`src/hdl/ascs_pkg.sv`:
```
// ----------------------------------------------------------------------------
// ascs_pkg
// Shared types, constants and the sine table for the arm span angle search.
// ----------------------------------------------------------------------------
package ascs_pkg;

	// Angle constants, degrees
	localparam logic [7:0] CENTRE_DEG  = 8'd90;
	localparam logic [7:0] TOP_DEG     = 8'd180;
	localparam logic [6:0] SEARCH_STEP = 7'd2;

	// Table scaling and default trig precision
	localparam int TABLE_FRAC          = 15;
	localparam int TRIG_FRAC_BITS_DEF  = 15;

	// Signed width of a tip-to-tip span component (covers +/- 3 * 65535)
	localparam int SPAN_W = 19;

	// Register indexes
	localparam logic [1:0] REG_TIP_REACH        = 2'd0;
	localparam logic [1:0] REG_PIVOT_SEPARATION = 2'd1;
	localparam logic [1:0] REG_MIN_SPAN         = 2'd2;
	localparam logic [1:0] REG_MAX_SPAN         = 2'd3;

	// Register reset values, Q8.8 centimetres
	localparam logic [15:0] TIP_REACH_RST        = 16'd4096;
	localparam logic [15:0] PIVOT_SEPARATION_RST = 16'd6400;
	localparam logic [15:0] MIN_SPAN_RST         = 16'd1280;
	localparam logic [15:0] MAX_SPAN_RST         = 16'd6400;

	typedef enum logic [1:0] {
		OUTCOME_KEPT     = 2'd0,
		OUTCOME_MOVED    = 2'd1,
		OUTCOME_FALLBACK = 2'd2
	} outcome_t;

	typedef struct packed {
		logic [15:0] tip_reach;
		logic [15:0] pivot_separation;
		logic [15:0] min_span;
		logic [15:0] max_span;
	} cfg_t;

	typedef struct packed {
		logic       start;
		logic [7:0] a1;
		logic [7:0] a2;
	} span_req_t;

	typedef struct packed {
		logic done;
		logic ok;
	} span_rsp_t;

	localparam logic [15:0] SINE_Q15 [0:90] = '{
		16'd0,     16'd572,   16'd1144,  16'd1715,  16'd2286,  16'd2856,  16'd3425,
		16'd3993,  16'd4560,  16'd5126,  16'd5690,  16'd6252,  16'd6813,  16'd7371,
		16'd7927,  16'd8481,  16'd9032,  16'd9580,  16'd10126, 16'd10668, 16'd11207,
		16'd11743, 16'd12275, 16'd12803, 16'd13328, 16'd13848, 16'd14365, 16'd14876,
		16'd15384, 16'd15886, 16'd16384, 16'd16877, 16'd17364, 16'd17847, 16'd18324,
		16'd18795, 16'd19261, 16'd19720, 16'd20174, 16'd20622, 16'd21063, 16'd21498,
		16'd21926, 16'd22348, 16'd22763, 16'd23170, 16'd23571, 16'd23965, 16'd24351,
		16'd24730, 16'd25102, 16'd25466, 16'd25822, 16'd26170, 16'd26510, 16'd26842,
		16'd27166, 16'd27482, 16'd27789, 16'd28088, 16'd28378, 16'd28660, 16'd28932,
		16'd29197, 16'd29452, 16'd29698, 16'd29935, 16'd30163, 16'd30382, 16'd30592,
		16'd30792, 16'd30983, 16'd31164, 16'd31336, 16'd31499, 16'd31651, 16'd31795,
		16'd31928, 16'd32052, 16'd32166, 16'd32270, 16'd32365, 16'd32449, 16'd32524,
		16'd32588, 16'd32643, 16'd32688, 16'd32723, 16'd32748, 16'd32763, 16'd32768
	};

	// Sine of a whole degree 0..90, Q1.15; anything above 90 reads as 90
	function automatic logic [15:0] sine_q15(input logic [6:0] deg);
		logic [15:0] v;
		if (deg > 7'd90) begin
			v = SINE_Q15[90];
		end else begin
			v = SINE_Q15[deg];
		end
		return v;
	endfunction

	// Clamp an angle to 0..180
	function automatic logic [7:0] sat_angle(input logic [7:0] a);
		return (a > TOP_DEG) ? TOP_DEG : a;
	endfunction

endpackage

```
`src/hdl/ascs_cmd_if.sv`:
```
// ----------------------------------------------------------------------------
// ascs_cmd_if
// Valid/ready channel carrying one pair of servo angles.
// ----------------------------------------------------------------------------
interface ascs_cmd_if;
	logic       valid;
	logic       ready;
	logic [7:0] first_angle;
	logic [7:0] wanted_second_angle;

	modport source (output valid, output first_angle, output wanted_second_angle,
		input ready);
	modport sink (input valid, input first_angle, input wanted_second_angle,
		output ready);
endinterface

```
`src/hdl/ascs_rsl_if.sv`:
```
// ----------------------------------------------------------------------------
// ascs_rsl_if
// Valid/ready channel carrying the permitted second angle and its outcome.
// ----------------------------------------------------------------------------
interface ascs_rsl_if;
	logic       valid;
	logic       ready;
	logic [7:0] second_angle;
	logic [1:0] outcome;

	modport source (output valid, output second_angle, output outcome, input ready);
	modport sink (input valid, input second_angle, input outcome, output ready);
endinterface

```
`src/hdl/ascs_span_unit.sv`:
```
// ----------------------------------------------------------------------------
// ascs_span_unit
// Tests one angle pair: squared tip span against min and max, one shared
// multiplier stepped through by a small sequencer.
// ----------------------------------------------------------------------------
module ascs_span_unit #(
	parameter int TRIG_FRAC_BITS = ascs_pkg::TRIG_FRAC_BITS_DEF
) (
	input  logic              clk,
	input  logic              arst_n,
	input  ascs_pkg::cfg_t    cfg,
	input  ascs_pkg::span_req_t req,
	output ascs_pkg::span_rsp_t rsp
);
	import ascs_pkg::*;

	localparam int TV_W    = TRIG_FRAC_BITS + 1;
	localparam int DIFF_W  = TV_W + 2;
	localparam int MUL_W   = (DIFF_W > SPAN_W) ? DIFF_W : SPAN_W;
	localparam int PROD_W  = 2 * MUL_W;
	localparam int SQ_W    = 2 * SPAN_W;
	localparam int UP      = (TRIG_FRAC_BITS >= TABLE_FRAC) ? TRIG_FRAC_BITS - TABLE_FRAC : 0;
	localparam int DN      = (TRIG_FRAC_BITS < TABLE_FRAC) ? TABLE_FRAC - TRIG_FRAC_BITS : 0;
	localparam int TMP_W   = TV_W + 17;
	localparam logic [TMP_W-1:0] TAB_HALF = (DN > 0) ? (TMP_W'(1) << (DN - 1)) : '0;
	localparam logic signed [PROD_W-1:0] RND_BIAS = PROD_W'(1) << (TRIG_FRAC_BITS - 1);

	typedef enum logic [3:0] {
		U_IDLE, U_DIFF, U_MX, U_MY, U_SX, U_SY, U_LO, U_HI, U_CMP
	} ustate_t;

	ustate_t                   state_q;
	logic [7:0]                a1_q, a2_q;
	logic signed [DIFF_W-1:0]  ds_q, dc_q;
	logic signed [SPAN_W-1:0]  dx_q, dy_q;
	logic signed [PROD_W-1:0]  prod_q;
	logic [SQ_W-1:0]           sum_q;
	logic                      lo_ok_q;

	logic signed [MUL_W-1:0]   op_a, op_b;
	logic signed [DIFF_W-1:0]  ds_d, dc_d;
	logic signed [SPAN_W-1:0]  rnd, piv_ext;
	logic [SQ_W-1:0]           prod_lo;

	// Table entry rescaled to TRIG_FRAC_BITS, rounding half up when narrower
	function automatic logic [TV_W-1:0] trig_val(input logic [6:0] deg);
		logic [TMP_W-1:0] v;
		v = TMP_W'(sine_q15(deg));
		v = v << UP;
		v = (v + TAB_HALF) >> DN;
		return TV_W'(v);
	endfunction

	function automatic logic signed [DIFF_W-1:0] sin_of(input logic [7:0] a);
		logic [6:0] idx;
		idx = (a <= CENTRE_DEG) ? a[6:0] : 7'(TOP_DEG - a);
		return DIFF_W'({1'b0, trig_val(idx)});
	endfunction

	function automatic logic signed [DIFF_W-1:0] cos_of(input logic [7:0] a);
		logic signed [DIFF_W-1:0] m;
		m = (a <= CENTRE_DEG) ? DIFF_W'({1'b0, trig_val(7'(CENTRE_DEG - a))})
		                      : DIFF_W'({1'b0, trig_val(7'(a - CENTRE_DEG))});
		return (a <= CENTRE_DEG) ? m : -m;
	endfunction

	assign ds_d    = sin_of(a2_q) - sin_of(a1_q);
	assign dc_d    = cos_of(a1_q) - cos_of(a2_q);
	assign rnd     = SPAN_W'((prod_q + RND_BIAS) >>> TRIG_FRAC_BITS);
	assign piv_ext = SPAN_W'({1'b0, cfg.pivot_separation});
	assign prod_lo = SQ_W'(prod_q);

	// Operand select for the shared multiplier
	always_comb begin
		op_a = '0;
		op_b = '0;
		case (state_q)
			U_MX: begin
				op_a = MUL_W'({1'b0, cfg.tip_reach});
				op_b = MUL_W'(ds_q);
			end
			U_MY: begin
				op_a = MUL_W'({1'b0, cfg.tip_reach});
				op_b = MUL_W'(dc_q);
			end
			U_SX: begin
				op_a = MUL_W'(dx_q);
				op_b = MUL_W'(dx_q);
			end
			U_SY: begin
				op_a = MUL_W'(dy_q);
				op_b = MUL_W'(dy_q);
			end
			U_LO: begin
				op_a = MUL_W'({1'b0, cfg.min_span});
				op_b = MUL_W'({1'b0, cfg.min_span});
			end
			U_HI: begin
				op_a = MUL_W'({1'b0, cfg.max_span});
				op_b = MUL_W'({1'b0, cfg.max_span});
			end
			default: begin
				op_a = '0;
				op_b = '0;
			end
		endcase
	end

	always_ff @(posedge clk or negedge arst_n) begin
		if (!arst_n) begin
			state_q <= U_IDLE;
			rsp     <= '0;
		end else begin
			rsp.done <= (state_q == U_CMP);
			case (state_q)
				U_IDLE: if (req.start) state_q <= U_DIFF;
				U_DIFF: state_q <= U_MX;
				U_MX:   state_q <= U_MY;
				U_MY:   state_q <= U_SX;
				U_SX:   state_q <= U_SY;
				U_SY:   state_q <= U_LO;
				U_LO:   state_q <= U_HI;
				U_HI:   state_q <= U_CMP;
				U_CMP: begin
					rsp.ok   <= lo_ok_q && (sum_q <= prod_lo);
					state_q  <= U_IDLE;
				end
				default: state_q <= U_IDLE;
			endcase
		end
	end

	always_ff @(posedge clk) begin
		prod_q <= PROD_W'(op_a * op_b);
		if (state_q == U_IDLE && req.start) begin
			a1_q <= req.a1;
			a2_q <= req.a2;
		end
		if (state_q == U_DIFF) begin
			ds_q <= ds_d;
			dc_q <= dc_d;
		end
		if (state_q == U_MY) dx_q <= piv_ext + rnd;
		if (state_q == U_SX) dy_q <= rnd;
		if (state_q == U_SY) sum_q <= prod_lo;
		if (state_q == U_LO) sum_q <= sum_q + prod_lo;
		if (state_q == U_HI) lo_ok_q <= (sum_q >= prod_lo);
	end

endmodule

```
`src/hdl/arm_span_angle_constraint_search_core.sv`:
```
// ----------------------------------------------------------------------------
// arm_span_angle_constraint_search_core
// Picks a permitted second servo angle so that the arm tip span stays in range.
// ----------------------------------------------------------------------------
// Usage
//   cmd    : item of first_angle and wanted_second_angle (degrees, clamped to
//            180). Taken when cmd.valid and cmd.ready meet at a clock edge.
//   result : item of second_angle and outcome (kept, moved, fallback).
//   cfg_we / cfg_index / cfg_data : write tip_reach (pivot to tip),
//            pivot_separation, min_span, max_span (Q8.8 cm). Write only while
//            the block is idle.
// Timing
//   One item at a time. Each candidate angle goes through the shared span
//   unit in turn (hand-off, table look-up, six passes of its one 19x19
//   multiplier, compare, answer), up to n candidates (n = 1 + |want - 90| / 2
//   rounded down, up to 46). The result goes to the output register before
//   the next item can be taken. cmd.ready is high only while the block is
//   idle.
// Reset
//   arst_n clears the sequencers and the output valid, and loads the
//   registers with their reset values. No clearing pass is needed.
// Stall
//   A finished result waits in the output register; a new item may be taken
//   meanwhile, and a second finished result holds until the first is taken.
// ----------------------------------------------------------------------------
module arm_span_angle_constraint_search_core #(
	parameter int TRIG_FRAC_BITS = ascs_pkg::TRIG_FRAC_BITS_DEF
) (
	input  logic        clk,
	input  logic        arst_n,
	ascs_cmd_if.sink    cmd,
	ascs_rsl_if.source  result,
	input  logic        cfg_we,
	input  logic [1:0]  cfg_index,
	input  logic [15:0] cfg_data
);
	import ascs_pkg::*;

	typedef enum logic [1:0] {
		S_IDLE, S_SEARCH, S_HOLD
	} state_t;

	state_t     state_q;
	cfg_t       cfg_q;
	logic       start_q;
	span_req_t  span_req;
	span_rsp_t  rsp;

	// Search bookkeeping
	logic [7:0] a1_q;
	logic [7:0] cand_q;
	logic [6:0] off_q;     // remaining distance from centre
	logic       above_q;
	logic       first_q;

	// Finished result waiting for the output register
	logic [7:0] pend_angle_q;
	outcome_t   pend_outcome_q;

	// Output register
	logic       out_valid_q;
	logic [7:0] out_angle_q;
	outcome_t   out_outcome_q;

	logic [7:0] a1_sat, want_sat;
	logic [6:0] off_next;
	logic       out_free;

	assign a1_sat   = sat_angle(cmd.first_angle);
	assign want_sat = sat_angle(cmd.wanted_second_angle);
	assign off_next = off_q - SEARCH_STEP;
	assign out_free = !out_valid_q || result.ready;

	assign cmd.ready           = (state_q == S_IDLE);
	assign result.valid        = out_valid_q;
	assign result.second_angle = out_angle_q;
	assign result.outcome      = out_outcome_q;

	// Configuration registers: unknown indexes cannot occur with a 2-bit index
	always_ff @(posedge clk or negedge arst_n) begin
		if (!arst_n) begin
			cfg_q.tip_reach        <= TIP_REACH_RST;
			cfg_q.pivot_separation <= PIVOT_SEPARATION_RST;
			cfg_q.min_span         <= MIN_SPAN_RST;
			cfg_q.max_span         <= MAX_SPAN_RST;
		end else if (cfg_we) begin
			case (cfg_index)
				REG_TIP_REACH:        cfg_q.tip_reach        <= cfg_data;
				REG_PIVOT_SEPARATION: cfg_q.pivot_separation <= cfg_data;
				REG_MIN_SPAN:         cfg_q.min_span         <= cfg_data;
				REG_MAX_SPAN:         cfg_q.max_span         <= cfg_data;
				default:              cfg_q                  <= cfg_q;
			endcase
		end
	end

	// Search sequencer and output register
	always_ff @(posedge clk or negedge arst_n) begin
		if (!arst_n) begin
			state_q     <= S_IDLE;
			start_q     <= 1'b0;
			out_valid_q <= 1'b0;
		end else begin
			// start a test on a new item, or advance one step toward centre
			// after a failed test and test again
			start_q <= (state_q == S_IDLE && cmd.valid) ||
				(state_q == S_SEARCH && rsp.done && !rsp.ok && off_q >= SEARCH_STEP);
			// load the output item, else drop it once it is taken
			if (state_q == S_HOLD && out_free) begin
				out_valid_q <= 1'b1;
			end else if (result.ready) begin
				out_valid_q <= 1'b0;
			end
			case (state_q)
				S_IDLE: begin
					if (cmd.valid) begin
						state_q <= S_SEARCH;
					end
				end
				S_SEARCH: begin
					// stop on a pass, or once no step toward centre is left
					if (rsp.done && (rsp.ok || off_q < SEARCH_STEP)) begin
						state_q <= S_HOLD;
					end
				end
				S_HOLD: begin
					if (out_free) begin
						state_q <= S_IDLE;
					end
				end
				default: state_q <= S_IDLE;
			endcase
		end
	end

	// Search payload
	always_ff @(posedge clk) begin
		if (state_q == S_IDLE && cmd.valid) begin
			a1_q    <= a1_sat;
			cand_q  <= want_sat;
			above_q <= (want_sat >= CENTRE_DEG);
			off_q   <= (want_sat >= CENTRE_DEG) ? 7'(want_sat - CENTRE_DEG)
			                                    : 7'(CENTRE_DEG - want_sat);
			first_q <= 1'b1;
		end
		if (state_q == S_SEARCH && rsp.done) begin
			if (rsp.ok) begin
				pend_angle_q   <= cand_q;
				pend_outcome_q <= first_q ? OUTCOME_KEPT : OUTCOME_MOVED;
			end else if (off_q < SEARCH_STEP) begin
				pend_angle_q   <= CENTRE_DEG;
				pend_outcome_q <= OUTCOME_FALLBACK;
			end else begin
				off_q   <= off_next;
				cand_q  <= above_q ? CENTRE_DEG + {1'b0, off_next}
				                   : CENTRE_DEG - {1'b0, off_next};
				first_q <= 1'b0;
			end
		end
		if (state_q == S_HOLD && out_free) begin
			out_angle_q   <= pend_angle_q;
			out_outcome_q <= pend_outcome_q;
		end
	end

	// Candidate angles for the span unit
	assign span_req = '{start: start_q, a1: a1_q, a2: cand_q};

	ascs_span_unit #(
		.TRIG_FRAC_BITS (TRIG_FRAC_BITS)
	) u_span (
		.clk    (clk),
		.arst_n (arst_n),
		.cfg    (cfg_q),
		.req    (span_req),
		.rsp    (rsp)
	);

	// A span answer only arrives while a search is running
	a_done_in_search: assert property (@(posedge clk) disable iff (!arst_n)
		rsp.done |-> state_q == S_SEARCH)
		else $error("span answer outside a search");

	// A fallback result always carries the centre angle
	a_fallback_centre: assert property (@(posedge clk) disable iff (!arst_n)
		(result.valid && result.outcome == OUTCOME_FALLBACK) |->
		result.second_angle == CENTRE_DEG)
		else $error("fallback result not at centre");

	// A taken item starts a search and a test request
	a_accept_starts: assert property (@(posedge clk) disable iff (!arst_n)
		(cmd.valid && cmd.ready) |=> (state_q == S_SEARCH && start_q))
		else $error("taken item did not start a search");

endmodule

```
`src/flat_wrapper.sv`:
```
// flat-port wrapper written by rule: the top's interface ports become plain ports
module arm_span_angle_constraint_search_core_flat import ascs_pkg::*;
#(
	parameter int TRIG_FRAC_BITS = ascs_pkg::TRIG_FRAC_BITS_DEF
)
  (clk, arst_n, cfg_we, cfg_index, cfg_data, cmd_valid, cmd_first_angle, cmd_wanted_second_angle, cmd_ready, result_valid, result_second_angle, result_outcome, result_ready);
  ascs_cmd_if cmd_i ();
  ascs_rsl_if result_i ();
  input  logic clk;
  input  logic arst_n;
  input  logic cfg_we;
  input  logic [1:0] cfg_index;
  input  logic [15:0] cfg_data;
  input wire logic [$bits(cmd_i.valid)-1:0] cmd_valid;
  input wire logic [$bits(cmd_i.first_angle)-1:0] cmd_first_angle;
  input wire logic [$bits(cmd_i.wanted_second_angle)-1:0] cmd_wanted_second_angle;
  output wire logic [$bits(cmd_i.ready)-1:0] cmd_ready;
  output wire logic [$bits(result_i.valid)-1:0] result_valid;
  output wire logic [$bits(result_i.second_angle)-1:0] result_second_angle;
  output wire logic [$bits(result_i.outcome)-1:0] result_outcome;
  input wire logic [$bits(result_i.ready)-1:0] result_ready;
  assign cmd_i.valid = cmd_valid;
  assign cmd_i.first_angle = cmd_first_angle;
  assign cmd_i.wanted_second_angle = cmd_wanted_second_angle;
  assign cmd_ready = cmd_i.ready;
  assign result_valid = result_i.valid;
  assign result_second_angle = result_i.second_angle;
  assign result_outcome = result_i.outcome;
  assign result_i.ready = result_ready;
  arm_span_angle_constraint_search_core #(.TRIG_FRAC_BITS(TRIG_FRAC_BITS)) u_core (.clk(clk), .arst_n(arst_n), .cmd(cmd_i), .result(result_i), .cfg_we(cfg_we), .cfg_index(cfg_index), .cfg_data(cfg_data));
endmodule
```
`config.mk`:
```
export PLATFORM = sky130hd
export DESIGN_NAME = arm_span_angle_constraint_search_core_flat
export DESIGN_NICKNAME = d
export VERILOG_FILES = /design/src/hdl/ascs_pkg.sv /design/src/hdl/ascs_cmd_if.sv /design/src/hdl/ascs_rsl_if.sv /design/src/hdl/ascs_span_unit.sv /design/src/hdl/arm_span_angle_constraint_search_core.sv /design/src/flat_wrapper.sv
export SDC_FILE = /design/constraint.sdc
export NUM_CORES = 2
export LEC_CHECK = 0
export BUFFER_PORTS_ARGS = -buffer_cell sky130_fd_sc_hd__buf_2
export CAP_MARGIN = 25
export CORE_MARGIN = 5
export CORE_UTILIZATION = 50
export DETAILED_ROUTE_END_ITERATION = 12
export GPL_ROUTABILITY_DRIVEN = 0
export HOLD_SLACK_MARGIN = 0.15
export PLACE_DENSITY = 0.74
export SYNTH_ARGS = -nofsm -noshare
export SYNTH_HDL_FRONTEND = slang
export SYNTH_SLANG_ARGS = --single-unit
```
`constraint.sdc`:
```
create_clock -name clk -period 13.8 [get_ports clk]
set_input_delay 4.14 -clock clk [delete_from_list [all_inputs] [get_ports clk]]
set_output_delay 4.14 -clock clk [all_outputs]
set_load 0.1 [all_outputs]
```
# ---- Word level (Yosys, flattened, before mapping)
# Memory sizes are Yosys's and may differ from the RTL's.
# Index checks and enable logic that the tools add are counted.
dict set report classes {
  mul 1
  bitwise_logic 6
  n_eq_ne 17
  order_cmp 21
  reduce_logical 26
  n_addsub 18
  muxes 56
}
# cell count
set op_table {}
lappend op_table {{16-bit 2-to-1 mux} 20}
lappend op_table {{19-bit case mux with 6 select lines} 1}
lappend op_table {{19-bit case mux with 5 select lines} 1}
lappend op_table {{38-bit 2-to-1 mux} 2}
lappend op_table {{8-bit 2-to-1 mux} 8}
lappend op_table {{7-bit 2-to-1 mux} 7}
lappend op_table {{8-bit >= comparator, second input constant} 6}
lappend op_table {{7-bit inverter with 8-bit output} 6}
lappend op_table {{7-bit > comparator, second input constant} 6}
lappend op_table {{38-bit adder} 1}
lappend op_table {{38-bit >= comparator} 1}
lappend op_table {{38-bit <= comparator} 1}
lappend op_table {{19-bit by 19-bit multiplier with 38-bit output} 1}
lappend op_table {{18-bit 2-to-1 mux} 2}
lappend op_table {{16-bit negation with 18-bit output} 2}
lappend op_table {{34-bit by 16-bit adder with 34-bit output, second input constant} 1}
lappend op_table {{4-bit case mux with 8 select lines} 1}
lappend op_table {{7-bit subtractor, first input constant} 3}
lappend op_table {{7-bit subtractor, second input constant} 3}
lappend op_table {{17-bit by 19-bit adder with 19-bit output} 1}
lappend op_table {{18-bit subtractor} 1}
lappend op_table {{16-bit by 16-bit subtractor with 17-bit output} 1}
lappend op_table {{4-bit by 3-bit equality test with 1-bit output, second input constant} 4}
lappend op_table {{8-bit > comparator, second input constant} 2}
lappend op_table {{28 further kinds} 63}
dict set report word_totals {
  memories 6
  output_inout_bits 12
  rom_bits 12288
  regBits 286
}
# name words word_bits read_ports rd_ports_with_merged_regs wr line_no
set memory_table {}
lappend memory_table {{(name not given)} 128 16 1 0 0 ascs_pkg.sv:77} ;# v = SINE_Q15[deg];
lappend memory_table {{(name not given)} 128 16 1 0 0 ascs_pkg.sv:77}
lappend memory_table {{(name not given)} 128 16 1 0 0 ascs_pkg.sv:77}
lappend memory_table {{(name not given)} 128 16 1 0 0 ascs_pkg.sv:77}
lappend memory_table {{(name not given)} 128 16 1 0 0 ascs_pkg.sv:77}
lappend memory_table {{(name not given)} 128 16 1 0 0 ascs_pkg.sv:77}

# ---- Longest topological paths before layout
dict set report depth {
  word_depth 10
  depth_mapped 36
  mapped_depth_nobuf 31
}

# ---- By module
# From an unflattened synthesis, not the netlist that was laid out.
dict set report hier_totals {
  hier_cells 5424
  area_unflattened_um2 44318.8
}
# module area_each_um2 n_inst seq_area_each_um2 cells_per_inst
set by_module_without_submodules {}
lappend by_module_without_submodules {ascs_span_unit 39217.6 1 4754.6 5016}
lappend by_module_without_submodules {arm_span_angle_constraint_search_core 5101.1 1 2914.0 408}

# ---- Worst setup path after synthesis
# OpenSTA, ideal clock, no wires.
dict set report synth_path {
  kind {reg2reg}
  from {register u_core.u_span.state_q[3]}
  to {register u_core.u_span.prod_q[37], in the netlist u_core.u_span.prod_lo[37]}
  t_required_ns 13.714
  path_slack_ns 4.837
  path_stages_with_launch 36
  arrival_time_ns 8.878
  cell_sequence {dfrtp_1 clkbuf_1 nand2b_1 clkbuf_1 nor3_1 clkbuf_1 clkbuf_1 a22oi_1 nand2_1 a221o_1 clkbuf_1 nand2_1 fa_1 inv_1 fa_1 inv_1 fa_1 inv_1 fa_1 fa_1 fa_1 inv_1 fa_1 inv_1 ha_1 a21o_1 a21o_1 a211oi_1 o21ai_0 o2111ai_1 nand4_1 nand2_1 o21ai_0 or4_1 and3_1 a211oi_1}
}
dict set report synth_via {
  elab_chain_len 4
}
# item line_no
set synth_rtl {}
lappend synth_rtl {{start: declaration} ascs_span_unit.sv:32} ;# ustate_t state_q;
lappend synth_rtl {{start signal: assignment} ascs_span_unit.sv:111} ;# state_q <= U_IDLE;
lappend synth_rtl {{start signal: assignment} ascs_span_unit.sv:116} ;# U_IDLE: if (req.start) state_q <= U_DIFF;
lappend synth_rtl {{start signal: assignment} ascs_span_unit.sv:117} ;# U_DIFF: state_q <= U_MX;
lappend synth_rtl {{4-bit by 2-bit equality test with 1-bit output} ascs_span_unit.sv:77} ;# case (state_q)
lappend synth_rtl {{2-bit OR reduction (no source line)} n/a}
lappend synth_rtl {{19-bit case mux with 5 select lines} ascs_span_unit.sv:77}
lappend synth_rtl {{19-bit by 19-bit multiplier with 38-bit output *} ascs_span_unit.sv:134} ;# prod_q <= PROD_W'(op_a * op_b);
lappend synth_rtl {{end signal: assignment} ascs_span_unit.sv:134}
lappend synth_rtl {{end: declaration} ascs_span_unit.sv:36} ;# logic signed [PROD_W-1:0] prod_q;
# Every way passes the cells marked *; elsewhere a longest branch is shown, timed or not.
# A chain may end at the register's enable or synchronous reset.

# ---- Worst setup path after layout
# Ends and elaborated chain as after synthesis.

==> metrics.md <==
| Metric | Value |
|---|---|
| Status | finished, final reports clean |
| Worst Setup End Kind | flip-flop |
| FILL cells | 7991 |
| Synth cell count leaders | nand2_1 (540), inv_1 (533), nor2_1 (497), fa_1 (373), a21oi_1 (361) |
| RSZ-0062 raised after global routing | false |
| Top cells by area, synth | fa_1 (17%), edfxtp_1 (11%), ha_1 (8.5%) |
| # IOs | 51 |
| Root buf cell | clkbuf_16 |
| Max-slew violations | 0 |
| Fin crit share | 69.1% |
| Sequential fraction of the synthesis area | 17.6% |
| Rows | 108 |
| Clock latency on the worst-skew pair | 0.61 ns |
| Antenna violations before repair | 2 |
| Crit-path slowest cell | a221o_1 |
| Fraction of registers with async set/reset | 26.0% |
| Chip Width | 305 um |
| Setup TNS | 0 ns |
| Largest net degree at the start of global routing | 89 |
| CTS tree | built |
| Multi-input logic area | 32300 um^2 |
| Max_cap viols | 0 |
| Area leader, netlist | fa_1 |
| Gate Count Post-Synth | 5326 |
| Initial Utilization | 50.2% |
| Post-cts sizing count | 0 |
| Layout area overhead | 4.64% |
| Most frequent CP cell | fa_1 |
| Cell with the most instances after synthesis | nand2_1 |
| Post-CTS setup buffers | 0 |
| Starting DRT DRC Count | 5959 |
| Worst clock skew | 0.0368 ns |
| Max-slew headroom | 25.0% |
| Htree depth | 1 |
| Hpwl dp | 101000 um |
| Mean Syn Cell Area | 8.17 um^2 |
| First-pass GRT wire length | 215000 um |
| CP Class | flip-flop to flip-flop |
| Number of global-route vias before repair | 38400 |
| Fin. Hold Viols | 0 |
| Post-synth top flop | edfxtp_1 |
| Number of diodes | 0 |
| Fmax | 0.105 GHz |
| Mapped Nets | 6034 |
| Clock slew at reported path FFs | 0.07 ns |
| Hold Crit Class | flip-flop to flip-flop |
| Tmin final | 9.53 ns |
| Distinct cells, synth | 130 |
| Worst-path maximum fanout | 19 |
| Vias | 40900 |
| DRC viols | 0 |
| Worst Path Required | 14.32 ns |
| Area of the core | 86600 um^2 |
| Critical path arrival | 10.05 ns |
| CTS Buf Count | 29 |
| Antenna-violating nets left | 0 |
| Die Area | 93000 um^2 |
| Overflow after GRT | 0 |
| Top cell type's share of synthesized area | 17.2% |
| Yosys warns | 0 |
| First drt pass iteration count | 9 |
| Max incr delay on CP | 0.74 ns |
| Die Ht | 305 um |
| Clk buf depth | 3 |
| FF/Latch Area | 7670 um^2 |
| Least-Margin Pin Slew | 1.12 ns |
| Post-synth EDFFs | 158 |
| Mapped Area | 43500 um^2 |
| Clk sinks | 285 |
| Startpoint types | flip-flop |
| Share of cells above drive strength 1 | 8.12% |
| Routed Wire Length | 137000 um |
| Vias/cell | 6.47 |
| CTS Hold Bufs | 0 |
| Wire per inst | 21.6 um |
| Synthesized flop and latch total | 285 |
| Setup violators final | 0 |
| GR Util All Layers | 28.0% |
| Final nets | 5847 |
| Port Buffer Count | 50 |
==> sequential cells by signal, summed over array words and instances (netlist names), 2 cells and up <==
name	count
u_core.u_span.dy_q	19
u_core.u_span.rsp	2
u_core.u_span.prod_lo	38
u_core.pend_angle_q	8
u_core.u_span.sum_q	38
u_core.cfg_q	64
u_core.u_span.a1_q	8
u_core.u_span.dx_q	19
u_core.u_span.state_q	4
u_core.result.second_angle	8
u_core.pend_outcome_q	2
u_core.result.outcome	2
u_core.u_span.dc_q	18
u_core.u_span.ds_q	17
u_core.off_q	7
u_core.state_q	2
u_core.u_span.a2_q	8
u_core.a1_q	8
u_core.cand_q	8
==> metrics by stage <==
step           area [um^2]  cells  utilization (%)  hold WS (ns)  setup slack (ns)
2_1_floorplan        43500   5326                -         0.400              4.84
3_3_place_gp         44500   6255             51.3         0.403              4.41
3_5_place_dp         44500   6260             51.4         0.405              4.30
4_1_cts              45500   6314             52.5         0.425              4.26
5_1_grt              45500   6317             52.6         0.429              3.83
6_report             45500   6317             52.6         0.422              4.27
==> layer usage <==
metal | wire length (um) | share of wire (%) | GRT usage [%]
met4 | 7950 | 5.8 | 12.1
met3 | 15100 | 11 | 5.52
met1 | 52900 | 39 | 37.6
met2 | 60700 | 44 | 44.5
met5 | 17 | 0.012 | 0
==> logic make-up (layout without fill, tap and decap cells) <==
kind of cell    after synthesis  after routing  share of synthesized area [%]
mux                         112            112                           3.16
flops                       285            285                           17.6
buf+inv                     920            756                           8.50
fa+ha+maj                   670            670                           25.7
simple gates               1611           1611                           17.2
xor+xnor                    225            225                           4.72
compound gates             1503           1503                           23.1
==> final cells by class <==
cell class / count / area share (%)
multi-input cells: 4121 / 71.0
flip-flops and latches: 285 / 16.8
inverters: 545 / 4.49
well taps: 1155 / 3.17
repair buffers: 157 / 2.39
clock buffers: 33 / 1.65
clock inverters: 21 / 0.489
==> worst max-delay path: cells and delay by family (launching register included) <==
kind                       cells  cell delay (ns)
buffers and inverters          6             0.63
DFF                            1             0.46
adders and majority gates      8             3.80
AOI/OAI and AO/OA              9             2.39
and+or+nand+nor                8             2.17
==> cells in the final DEF (no fill, tap or decap), types with 45 or more instances in the layout <==
cell type  count
mux2_2        72
o21ai_0      315
nand2_1      540
ha_1         294
a211oi_1      74
a31oi_1       78
nor2b_1       69
o22ai_1       45
fa_1         373
nand3_1       97
a21oi_1      359
dfxtp_1       53
o211ai_1      81
nor2_1       497
nand2b_1      65
buf_2         49
buf_4        101
inv_1        533
xnor2_1      161
a21o_1        46
a22oi_1       52
edfxtp_1     158
nor3_1       112
dfrtp_1       65
==> path summary, 6_finish.rpt <==
| kind | startpoint | end | slack (ns) | cells past startpoint |
|---|---|---|---|---|
| max in group asynchronous | arst_n | u_core.cfg_q[40]$_DFFE_PN1P_ | 9.83 | 2 |
| worst min register to register | u_core.pend_angle_q[2]$_SDFFCE_PN0P_ | u_core.result.second_angle[2]$_DFFE_PP_ | 0.42 | 0 |
| worst max-delay path | u_core.u_span.state_q[3]$_DFFE_PN0P_ | u_core.u_span.prod_lo[37]$_DFF_P_ | 4.27 | 31 |
| min in group asynchronous | arst_n | u_core.result.valid$_DFFE_PN0P_ | 3.35 | 1 |
| worst max register to register | u_core.u_span.state_q[3]$_DFFE_PN0P_ | u_core.u_span.prod_lo[37]$_DFF_P_ | 4.27 | 31 |
| worst min-delay path | u_core.pend_angle_q[2]$_SDFFCE_PN0P_ | u_core.result.second_angle[2]$_DFFE_PP_ | 0.42 | 0 |
Power is left out: the tool's default activity adds up to more than one toggle a clock period on the data nets, which glitch-free logic cannot reach.
